--- src/rtl/ndrm_pkg.sv ---
`timescale 1ns / 1ps
`default_nettype none

package ndrm_pkg;

	localparam int unsigned MAX_RING_DEPTH = 4096;
	localparam int unsigned BUFFER_BYTES   = 2048;

	localparam int unsigned IDX_W  = 12;
	localparam int unsigned LEN_W  = 16;
	localparam int unsigned RLEN_W = 13;
	localparam int unsigned ADDR_W = 64;
	localparam int unsigned WORD_W = 32;
	localparam int unsigned CFG_W  = 64;

	// Largest ring the index width and the depth limit allow
	localparam int unsigned RING_CAP =
		(MAX_RING_DEPTH < (1 << IDX_W)) ? MAX_RING_DEPTH : (1 << IDX_W);

	localparam logic [WORD_W-1:0] TXD_CMD_EOP  = 32'h0100_0000;
	localparam logic [WORD_W-1:0] TXD_CMD_IFCS = 32'h0200_0000;

	localparam logic [IDX_W-1:0] RESET_MASK = 12'h0ff;

	typedef enum logic {
		CMD_TX = 1'b0,
		CMD_RX = 1'b1
	} ndrm_cmd_t;

	typedef enum logic [1:0] {
		CFG_TX_RING_LEN = 2'd0,
		CFG_RX_RING_LEN = 2'd1,
		CFG_TX_BUF_BASE = 2'd2,
		CFG_RX_BUF_BASE = 2'd3
	} ndrm_cfg_idx_t;

	typedef enum logic [2:0] {
		ST_TX_QUEUED    = 3'd0,
		ST_TX_OVERSIZE  = 3'd1,
		ST_TX_FULL      = 3'd2,
		ST_RX_DELIVERED = 3'd3,
		ST_RX_EMPTY     = 3'd4
	} ndrm_status_t;

	typedef struct packed {
		logic             cmd;
		logic [LEN_W-1:0] pkt_len;
		logic [IDX_W-1:0] hw_head;
		logic             end_of_batch;
	} ndrm_req_t;

	typedef struct packed {
		ndrm_status_t      status;
		logic [IDX_W-1:0]  desc_index;
		logic [ADDR_W-1:0] desc_addr;
		logic [WORD_W-1:0] desc_word;
		logic [ADDR_W-1:0] rx_buf_addr;
		logic              doorbell_valid;
		logic [IDX_W-1:0]  doorbell_value;
	} ndrm_rsp_t;

	// Clamp a ring length and turn it into an index mask (power of two minus one)
	function automatic logic [IDX_W-1:0] ring_mask(input logic [RLEN_W-1:0] len);
		logic [RLEN_W-1:0] v;
		logic [IDX_W-1:0]  m;
		v = len;
		if (v > RLEN_W'(RING_CAP)) v = RLEN_W'(RING_CAP);
		if (v < RLEN_W'(2)) v = RLEN_W'(2);
		m = v[RLEN_W-1:1];
		m = m | (m >> 1);
		m = m | (m >> 2);
		m = m | (m >> 4);
		m = m | (m >> 8);
		return m;
	endfunction

	// Buffer address of a ring slot; buffers are a power of two in size
	function automatic logic [ADDR_W-1:0] slot_addr(input logic [ADDR_W-1:0] base,
		input logic [IDX_W-1:0] idx);
		return base + (ADDR_W'(idx) << $clog2(BUFFER_BYTES));
	endfunction

endpackage

`default_nettype wire

--- src/rtl/ndrm_req_if.sv ---
`timescale 1ns / 1ps
`default_nettype none

interface ndrm_req_if;
	import ndrm_pkg::*;

	logic             valid;
	logic             ready;
	logic             cmd;
	logic [LEN_W-1:0] pkt_len;
	logic [IDX_W-1:0] hw_head;
	logic             end_of_batch;

	modport source (output valid, output cmd, output pkt_len, output hw_head,
		output end_of_batch, input ready);
	modport sink (input valid, input cmd, input pkt_len, input hw_head,
		input end_of_batch, output ready);
endinterface

`default_nettype wire

--- src/rtl/ndrm_rsp_if.sv ---
`timescale 1ns / 1ps
`default_nettype none

interface ndrm_rsp_if;
	import ndrm_pkg::*;

	logic              valid;
	logic              ready;
	logic [2:0]        status;
	logic [IDX_W-1:0]  desc_index;
	logic [ADDR_W-1:0] desc_addr;
	logic [WORD_W-1:0] desc_word;
	logic [ADDR_W-1:0] rx_buf_addr;
	logic              doorbell_valid;
	logic [IDX_W-1:0]  doorbell_value;

	modport source (output valid, output status, output desc_index, output desc_addr,
		output desc_word, output rx_buf_addr, output doorbell_valid,
		output doorbell_value, input ready);
	modport sink (input valid, input status, input desc_index, input desc_addr,
		input desc_word, input rx_buf_addr, input doorbell_valid,
		input doorbell_value, output ready);
endinterface

`default_nettype wire

--- src/rtl/nic_descriptor_ring_manager_core.sv ---
`timescale 1ns / 1ps
`default_nettype none

// Channel   Direction  Word
// req       sink       cmd, pkt_len, hw_head, end_of_batch
// rsp       source     status, desc_index, desc_addr, desc_word, rx_buf_addr, doorbell
// cfg_*     write      cfg_index selects ring length or buffer base, cfg_wdata
//
// One word in, one word out, one word per cycle sustained while rsp is ready.
// The req word is registered, resolved against the ring pointers in one pass of
// mask, compare and slot address arithmetic, and held in the result register.
// Reset clears the pointers and batch flags and sets both rings to 256 slots.
// A stalled rsp holds the result register; req stays ready while the input register is empty or advances.

module nic_descriptor_ring_manager_core
	import ndrm_pkg::*;
(
	input  wire logic              clk,
	input  wire logic              arst_n,
	input  wire logic              cfg_we,
	input  wire logic [1:0]        cfg_index,
	input  wire logic [CFG_W-1:0]  cfg_wdata,
	ndrm_req_if.sink               req,
	ndrm_rsp_if.source             rsp
);

	logic [IDX_W-1:0]  tx_mask_q;
	logic [IDX_W-1:0]  rx_mask_q;
	logic [ADDR_W-1:0] tx_base_q;
	logic [ADDR_W-1:0] rx_base_q;

	logic [IDX_W-1:0]  tx_tail_q;
	logic [IDX_W-1:0]  rx_next_q;
	logic              tx_moved_q;
	logic              rx_moved_q;

	logic              valid_s1;
	ndrm_req_t         req_s1;
	logic              valid_s2;
	ndrm_rsp_t         rsp_s2;

	logic              advance;
	ndrm_rsp_t         rsp_d;
	logic [IDX_W-1:0]  tx_tail_d;
	logic [IDX_W-1:0]  rx_next_d;
	logic              tx_moved_d;
	logic              rx_moved_d;

	logic [IDX_W-1:0]  head;
	logic [IDX_W-1:0]  tail;
	logic [IDX_W-1:0]  room;
	logic [IDX_W-1:0]  cur;
	logic [IDX_W-1:0]  avail;
	logic [IDX_W-1:0]  refill;
	logic [IDX_W-1:0]  slot;
	logic [ADDR_W-1:0] slot_base;
	logic [ADDR_W-1:0] slot_address;
	logic [ADDR_W-1:0] cur_address;
	logic              moved;

	assign advance   = valid_s1 && (!valid_s2 || rsp.ready);
	assign req.ready = !valid_s1 || advance;

	always_ff @(posedge clk or negedge arst_n) begin
		if (!arst_n) begin
			tx_mask_q <= RESET_MASK;
			rx_mask_q <= RESET_MASK;
			tx_base_q <= '0;
			rx_base_q <= '0;
		end else if (cfg_we) begin
			unique case (ndrm_cfg_idx_t'(cfg_index))
				CFG_TX_RING_LEN: tx_mask_q <= ring_mask(cfg_wdata[RLEN_W-1:0]);
				CFG_RX_RING_LEN: rx_mask_q <= ring_mask(cfg_wdata[RLEN_W-1:0]);
				CFG_TX_BUF_BASE: tx_base_q <= cfg_wdata;
				CFG_RX_BUF_BASE: rx_base_q <= cfg_wdata;
				default: ;
			endcase
		end
	end

	// Input register
	always_ff @(posedge clk or negedge arst_n) begin
		if (!arst_n) begin
			valid_s1 <= 1'b0;
		end else if (req.ready) begin
			valid_s1 <= req.valid;
		end
	end

	always_ff @(posedge clk) begin
		if (req.valid && req.ready) begin
			req_s1.cmd          <= req.cmd;
			req_s1.pkt_len      <= req.pkt_len;
			req_s1.hw_head      <= req.hw_head;
			req_s1.end_of_batch <= req.end_of_batch;
		end
	end

	// Ring arithmetic for the word in stage 1
	always_comb begin
		tx_tail_d  = tx_tail_q;
		rx_next_d  = rx_next_q;
		tx_moved_d = tx_moved_q;
		rx_moved_d = rx_moved_q;
		moved      = 1'b0;

		tail   = tx_tail_q & tx_mask_q;
		cur    = rx_next_q & rx_mask_q;
		refill = (cur - IDX_W'(1)) & rx_mask_q;
		head   = req_s1.hw_head & ((req_s1.cmd == CMD_RX) ? rx_mask_q : tx_mask_q);
		room   = (tx_mask_q - tail + head) & tx_mask_q;
		avail  = (head - cur) & rx_mask_q;

		slot         = (req_s1.cmd == CMD_RX) ? refill : tail;
		slot_base    = (req_s1.cmd == CMD_RX) ? rx_base_q : tx_base_q;
		slot_address = slot_addr(slot_base, slot);
		cur_address  = slot_addr(rx_base_q, cur);

		rsp_d.status         = ST_TX_FULL;
		rsp_d.desc_index     = '0;
		rsp_d.desc_addr      = '0;
		rsp_d.desc_word      = '0;
		rsp_d.rx_buf_addr    = '0;
		rsp_d.doorbell_valid = 1'b0;
		rsp_d.doorbell_value = '0;

		unique case (ndrm_cmd_t'(req_s1.cmd))
			CMD_TX: begin
				if (room == '0) begin
					rsp_d.status = ST_TX_FULL;
				end else if (req_s1.pkt_len > LEN_W'(BUFFER_BYTES)) begin
					// skip the packet but count it as movement
					rsp_d.status = ST_TX_OVERSIZE;
					moved        = 1'b1;
				end else begin
					rsp_d.status     = ST_TX_QUEUED;
					rsp_d.desc_index = tail;
					rsp_d.desc_addr  = slot_address;
					rsp_d.desc_word  = TXD_CMD_IFCS | TXD_CMD_EOP | WORD_W'(req_s1.pkt_len);
					tx_tail_d        = (tail + IDX_W'(1)) & tx_mask_q;
					moved            = 1'b1;
				end
				tx_moved_d = tx_moved_q | moved;
				if (req_s1.end_of_batch) begin
					rsp_d.doorbell_valid = tx_moved_d;
					rsp_d.doorbell_value = tx_moved_d ? tx_tail_d : '0;
					tx_moved_d           = 1'b0;
				end
			end
			CMD_RX: begin
				if (avail == '0) begin
					rsp_d.status = ST_RX_EMPTY;
				end else begin
					rsp_d.status      = ST_RX_DELIVERED;
					rsp_d.desc_index  = refill;
					rsp_d.desc_addr   = slot_address;
					rsp_d.desc_word   = WORD_W'(req_s1.pkt_len);
					rsp_d.rx_buf_addr = cur_address;
					rx_next_d         = (cur + IDX_W'(1)) & rx_mask_q;
					moved             = 1'b1;
				end
				rx_moved_d = rx_moved_q | moved;
				if (req_s1.end_of_batch) begin
					rsp_d.doorbell_valid = rx_moved_d;
					rsp_d.doorbell_value =
						rx_moved_d ? ((rx_next_d - IDX_W'(1)) & rx_mask_q) : '0;
					rx_moved_d           = 1'b0;
				end
			end
			default: ;
		endcase
	end

	// Pointers and batch flags advance only when the word moves to the result register
	always_ff @(posedge clk or negedge arst_n) begin
		if (!arst_n) begin
			tx_tail_q  <= '0;
			rx_next_q  <= '0;
			tx_moved_q <= 1'b0;
			rx_moved_q <= 1'b0;
		end else if (advance) begin
			tx_tail_q  <= tx_tail_d;
			rx_next_q  <= rx_next_d;
			tx_moved_q <= tx_moved_d;
			rx_moved_q <= rx_moved_d;
		end
	end

	// Result register
	always_ff @(posedge clk or negedge arst_n) begin
		if (!arst_n) begin
			valid_s2 <= 1'b0;
		end else if (!valid_s2 || rsp.ready) begin
			valid_s2 <= valid_s1;
		end
	end

	always_ff @(posedge clk) begin
		if (advance) begin
			rsp_s2 <= rsp_d;
		end
	end

	assign rsp.valid          = valid_s2;
	assign rsp.status         = rsp_s2.status;
	assign rsp.desc_index     = rsp_s2.desc_index;
	assign rsp.desc_addr      = rsp_s2.desc_addr;
	assign rsp.desc_word      = rsp_s2.desc_word;
	assign rsp.rx_buf_addr    = rsp_s2.rx_buf_addr;
	assign rsp.doorbell_valid = rsp_s2.doorbell_valid;
	assign rsp.doorbell_value = rsp_s2.doorbell_value;

endmodule

`default_nettype wire

--- src/flat_wrapper.sv ---
// flat-port wrapper written by rule: the top's interface ports become plain ports
module nic_descriptor_ring_manager_core_flat import ndrm_pkg::*;
  (clk, arst_n, cfg_we, cfg_index, cfg_wdata, req_valid, req_cmd, req_pkt_len, req_hw_head, req_end_of_batch, req_ready, rsp_valid, rsp_status, rsp_desc_index, rsp_desc_addr, rsp_desc_word, rsp_rx_buf_addr, rsp_doorbell_valid, rsp_doorbell_value, rsp_ready);
  ndrm_req_if req_i ();
  ndrm_rsp_if rsp_i ();
  input  wire logic clk;
  input  wire logic arst_n;
  input  wire logic cfg_we;
  input  wire logic [1:0] cfg_index;
  input  wire logic [CFG_W-1:0] cfg_wdata;
  input wire logic [$bits(req_i.valid)-1:0] req_valid;
  input wire logic [$bits(req_i.cmd)-1:0] req_cmd;
  input wire logic [$bits(req_i.pkt_len)-1:0] req_pkt_len;
  input wire logic [$bits(req_i.hw_head)-1:0] req_hw_head;
  input wire logic [$bits(req_i.end_of_batch)-1:0] req_end_of_batch;
  output wire logic [$bits(req_i.ready)-1:0] req_ready;
  output wire logic [$bits(rsp_i.valid)-1:0] rsp_valid;
  output wire logic [$bits(rsp_i.status)-1:0] rsp_status;
  output wire logic [$bits(rsp_i.desc_index)-1:0] rsp_desc_index;
  output wire logic [$bits(rsp_i.desc_addr)-1:0] rsp_desc_addr;
  output wire logic [$bits(rsp_i.desc_word)-1:0] rsp_desc_word;
  output wire logic [$bits(rsp_i.rx_buf_addr)-1:0] rsp_rx_buf_addr;
  output wire logic [$bits(rsp_i.doorbell_valid)-1:0] rsp_doorbell_valid;
  output wire logic [$bits(rsp_i.doorbell_value)-1:0] rsp_doorbell_value;
  input wire logic [$bits(rsp_i.ready)-1:0] rsp_ready;
  assign req_i.valid = req_valid;
  assign req_i.cmd = req_cmd;
  assign req_i.pkt_len = req_pkt_len;
  assign req_i.hw_head = req_hw_head;
  assign req_i.end_of_batch = req_end_of_batch;
  assign req_ready = req_i.ready;
  assign rsp_valid = rsp_i.valid;
  assign rsp_status = rsp_i.status;
  assign rsp_desc_index = rsp_i.desc_index;
  assign rsp_desc_addr = rsp_i.desc_addr;
  assign rsp_desc_word = rsp_i.desc_word;
  assign rsp_rx_buf_addr = rsp_i.rx_buf_addr;
  assign rsp_doorbell_valid = rsp_i.doorbell_valid;
  assign rsp_doorbell_value = rsp_i.doorbell_value;
  assign rsp_i.ready = rsp_ready;
  nic_descriptor_ring_manager_core u_core (.clk(clk), .arst_n(arst_n), .cfg_we(cfg_we), .cfg_index(cfg_index), .cfg_wdata(cfg_wdata), .req(req_i), .rsp(rsp_i));
endmodule
--- config.mk ---
export PLATFORM = sky130hd
export DESIGN_NAME = nic_descriptor_ring_manager_core_flat
export DESIGN_NICKNAME = d
export VERILOG_FILES = /design/src/rtl/ndrm_pkg.sv /design/src/rtl/ndrm_req_if.sv /design/src/rtl/ndrm_rsp_if.sv /design/src/rtl/nic_descriptor_ring_manager_core.sv /design/src/flat_wrapper.sv
export SDC_FILE = /design/constraint.sdc
export NUM_CORES = 1
export LEC_CHECK = 0
export ABC_CLOCK_PERIOD_IN_PS = 6200
export BUFFER_PORTS_ARGS = -buffer_cell sky130_fd_sc_hd__buf_2
export CAP_MARGIN = 0
export CORE_MARGIN = 2
export CORE_UTILIZATION = 50
export DETAILED_ROUTE_END_ITERATION = 6
export HOLD_SLACK_MARGIN = 0.06
export PLACE_DENSITY_LB_ADDON = 0.05
export SLEW_MARGIN = 25
export SYNTH_ARGS = -nofsm -noshare
export SYNTH_HDL_FRONTEND = slang
export SYNTH_SLANG_ARGS = --single-unit
--- constraint.sdc ---
create_clock -name clk -period 6.2 [get_ports clk]
set_input_delay 0.62 -clock clk [delete_from_list [all_inputs] [get_ports clk]]
set_output_delay 0.62 -clock clk [all_outputs]
set_load 0.05 [all_outputs]
==> flow_summary.ini <==
[synth]
yosys_warnings = 0
async_flop_share = 0.470
synth_xor_area_frac = 0.0569
synth_top_flop_cell = edfxtp_1
synth_area_leaders = edfxtp_1 (29%), dfrtp_1 (19%), mux2_2 (8.3%), ha_1 (3.0%), nor2_1 (3.0%)
ys_seq_area_frac = 0.504
synth-edff-count = 203
synth_top_family_by_area = simple AND/OR/NAND/NOR gates
synthAdderAreaFrac = 0.0365
syn_area_per_cell_sq_um = 10.8
synth-simple-area-share = 0.148
ys_ff_latch = 383
synth_top_cell_by_area = edfxtp_1
yosysTopAreaCellShare = 0.289
synthCells = 1942
synth.cell_area_sq_um = 21100
synth_compound_area_frac = 0.111
yosys.cell_types.count = 94
synthMuxAreaShare = 0.104

[sta]
fin_skew_ns = 0.0299
fmax_ghz = 0.188
grt_setup_unrepaired = false
tns_ns = 0
worstMarginPinSlew_ns = 1.05
slew_violations = 0
relSlewSlack = 0.298
finalHoldViolations = 0
finalCritPeriodShare = 0.859
setup_viol = 0
fin_crit_ns = 5.33

[worst_setup_path]
r2r_setup_slack_ns = 0.87
regToRegStartpoint = u_core.rx_mask_q[2]
worstPathMaxFanout = 30
ff2ff_path_depth = 17
crit_required_ns = 6.47
worst_setup_path_start_kind = flip-flop
end_kind = flip-flop
crit_chain = mux2i_1 -> nor2b_1 -> xor2_1 -> ha_1 -> ha_1 -> a21oi_1 -> o21bai_1 -> a2111oi_0 -> o31ai_1 -> mux2i_1 -> a2111oi_0 -> and4b_1 -> or3_1 -> inv_1 -> a21oi_4 -> buf_12 -> a211oi_1
path_class = reg -> reg
cp.arrival_ns = 5.60
crit_slowest_cell = dfstp_2
critPathMaxStageDelay_ns = 0.62
timing.rr.end = u_core.rsp.desc_addr[51]

[power]
power_leakage_nw = 10.3
vdd_drop_max_mv = 0.209
p_per_area_nw_per_um2 = 353
total_power_mw = 8.59

[flow_run]
cap_violations = 0

[floorplanning]
initial_core_util = 0.505
fp-row-count = 75
die-area_sq_um = 43800
core_sq_um = 41800
pin_count = 291
die_h_microns = 209
die_w_microns = 209

[cts]
cts_setup_buffers = 0
clkSlewWorstSetupHoldPaths_ns = 0.07
clock_path_buffers = 3
cts.sinks = 383
cts_buffers = 43
cts_tree = yes
htree_levels = 2
clock_latency_ns = 0.58
hold_buffers = 0
ctsResizeCount = 0
cts-root-buf = clkbuf_16

[global_route]
grt_usage = 0.270
grt-ovfl-total = 0
antenna_found_initial = 0
grt_pass1_vias = 15316
grt_pass1_wl_microns = 90400
grt_max_degree = 128

[final_layout]
num_antenna_cells = 0
layout.cells.non_filler = 2753
final_area_sq_um = 24300
areaGrowthSynthToFinish_pct = 15.5
final_nets = 2337
post-route-util = 0.583
drive_above_1_share = 0.262

[placement]
port_buffers = 276
gpl.final_weighted_congestion = 0.960
dpl.hpwl_microns = 42700
placed_cell_area_sq_um = 22900
dp_cells = 2673

[drt]
antenna_left = 0
routedWlPerCell_microns = 21.6
first_pass_iters = 7
via_count = 15961
drtIter0Drc = 1285
drc_errors = 0
wl_microns = 59500
via_per_inst = 5.80

[status]
status = complete, no violations

[hold_path]
hold_class = in -> async
==> state kept, by name (all words and copies together) (netlist names), 17 cells and up <==
register	count
u_core.req_s1	30
u_core.rx_base_q	64
u_core.rsp.rx_buf_addr	64
u_core.rsp.desc_word	17
u_core.tx_base_q	64
u_core.rsp.desc_addr	64
==> cells in the mapped netlist (all sizes together) (59+ instances only) <==
cell type  instances
xnor2             69
buf               59
o21ai            101
nand3             64
clkbuf            65
nor2             168
mux2             159
nand2            148
dfrtp            164
a21oi             76
inv               63
xor2              68
edfxtp           203
==> critical path: cells and delay by family (launching register included) <==
| family | cells | cell delay, ns |
|---|---|---|
| buffers and inverters | 2 | 0.36 |
| xor gates and xnor gates | 1 | 0.19 |
| and+or+nand+nor | 3 | 0.92 |
| muxes | 2 | 0.24 |
| AOI/OAI and AO/OA | 7 | 2.09 |
| adders and majority gates | 2 | 0.58 |
| DFF | 1 | 0.62 |
==> cell type report <==
cell class | instances | area [sq um]
clock buffers | 57 | 1190
multi-input cells | 1386 | 9710
flip-flops and latches | 383 | 10600
clock inverters | 23 | 275
inverters | 63 | 241
fillers | 3593 | 17400
well taps | 539 | 674
repair buffers | 302 | 1620
==> cells by family (layout without fill, tap and decap cells) <==
logic type,after synthesis,in the layout
AO/OA/AOI/OAI,351,351
XOR/XNOR,137,137
adder cells (fa/ha/maj),58,58
buffers and inverters,187,445
flip-flops,383,383
multiplexers,198,198
other,2,16
AND/OR/NAND/NOR,626,626
==> routing by layer <==
metal,global-route usage,vias up,wire length (microns)
met4,0.0771,0,1550
met3,0.0512,95,3860
li1,-,7467,-
met5,0,-,0
met1,0.395,7829,27800
met2,0.410,570,26300
==> worst max path at each step <==
stage	start	end	cells after the start
2_1_floorplan	u_core.req_s1[29]	u_core.rsp.doorbell_value[8]	29
3_3_place_gp	u_core.rx_mask_q[1]	u_core.rsp.desc_addr[63]	18
3_5_place_dp	u_core.rx_mask_q[2]	u_core.rsp.desc_addr[51]	17
4_1_cts	u_core.rx_mask_q[2]	u_core.rsp.desc_addr[51]	17
5_1_grt	u_core.rx_mask_q[2]	u_core.rsp.desc_addr[51]	17
6_report	u_core.rx_mask_q[2]	u_core.rsp.desc_addr[51]	17
==> cells in the final DEF (no fill, tap or decap), drive strengths merged, types with 8 or more instances in the layout <==
cell type	synthesis	layout
a211oi	8	8
a21o	27	27
a21oi	76	76
a32o	10	10
a32oi	10	10
and2	10	10
and3	34	34
buf	59	302
clkbuf	65	57
clkinv	0	11
conb	2	16
dfrtp	164	164
dfstp	16	16
edfxtp	203	203
ha	51	51
inv	63	69
mux2	159	159
mux2i	39	39
nand2	148	148
nand2b	24	24
nand3	64	64
nand3b	14	14
nand4	17	17
nor2	168	168
nor2b	46	46
nor3	35	35
nor4	15	15
o2111ai	8	8
o211ai	9	9
o21a	9	9
o21ai	101	101
o21bai	9	9
o22ai	13	13
o31ai	8	8
or2	13	13
or3	12	12
xnor2	69	69
xor2	68	68
==> per-stage QoR <==
step,setup WS [ns],hold WS [ns]
floorplan,0.0462,0.324
global placement,1.15,0.471
detailed placement,0.974,0.487
finish,0.873,0.0531
global route,0.583,0.0997
CTS,0.938,0.0741
==> report_power, final <==
part	switching, mW	internal (mW)
combinational	1.62	0.889
sequential	0.298	3.12
clock	1.09	1.58
total	3.01	5.58
Power figures use the tool's default switching activity.
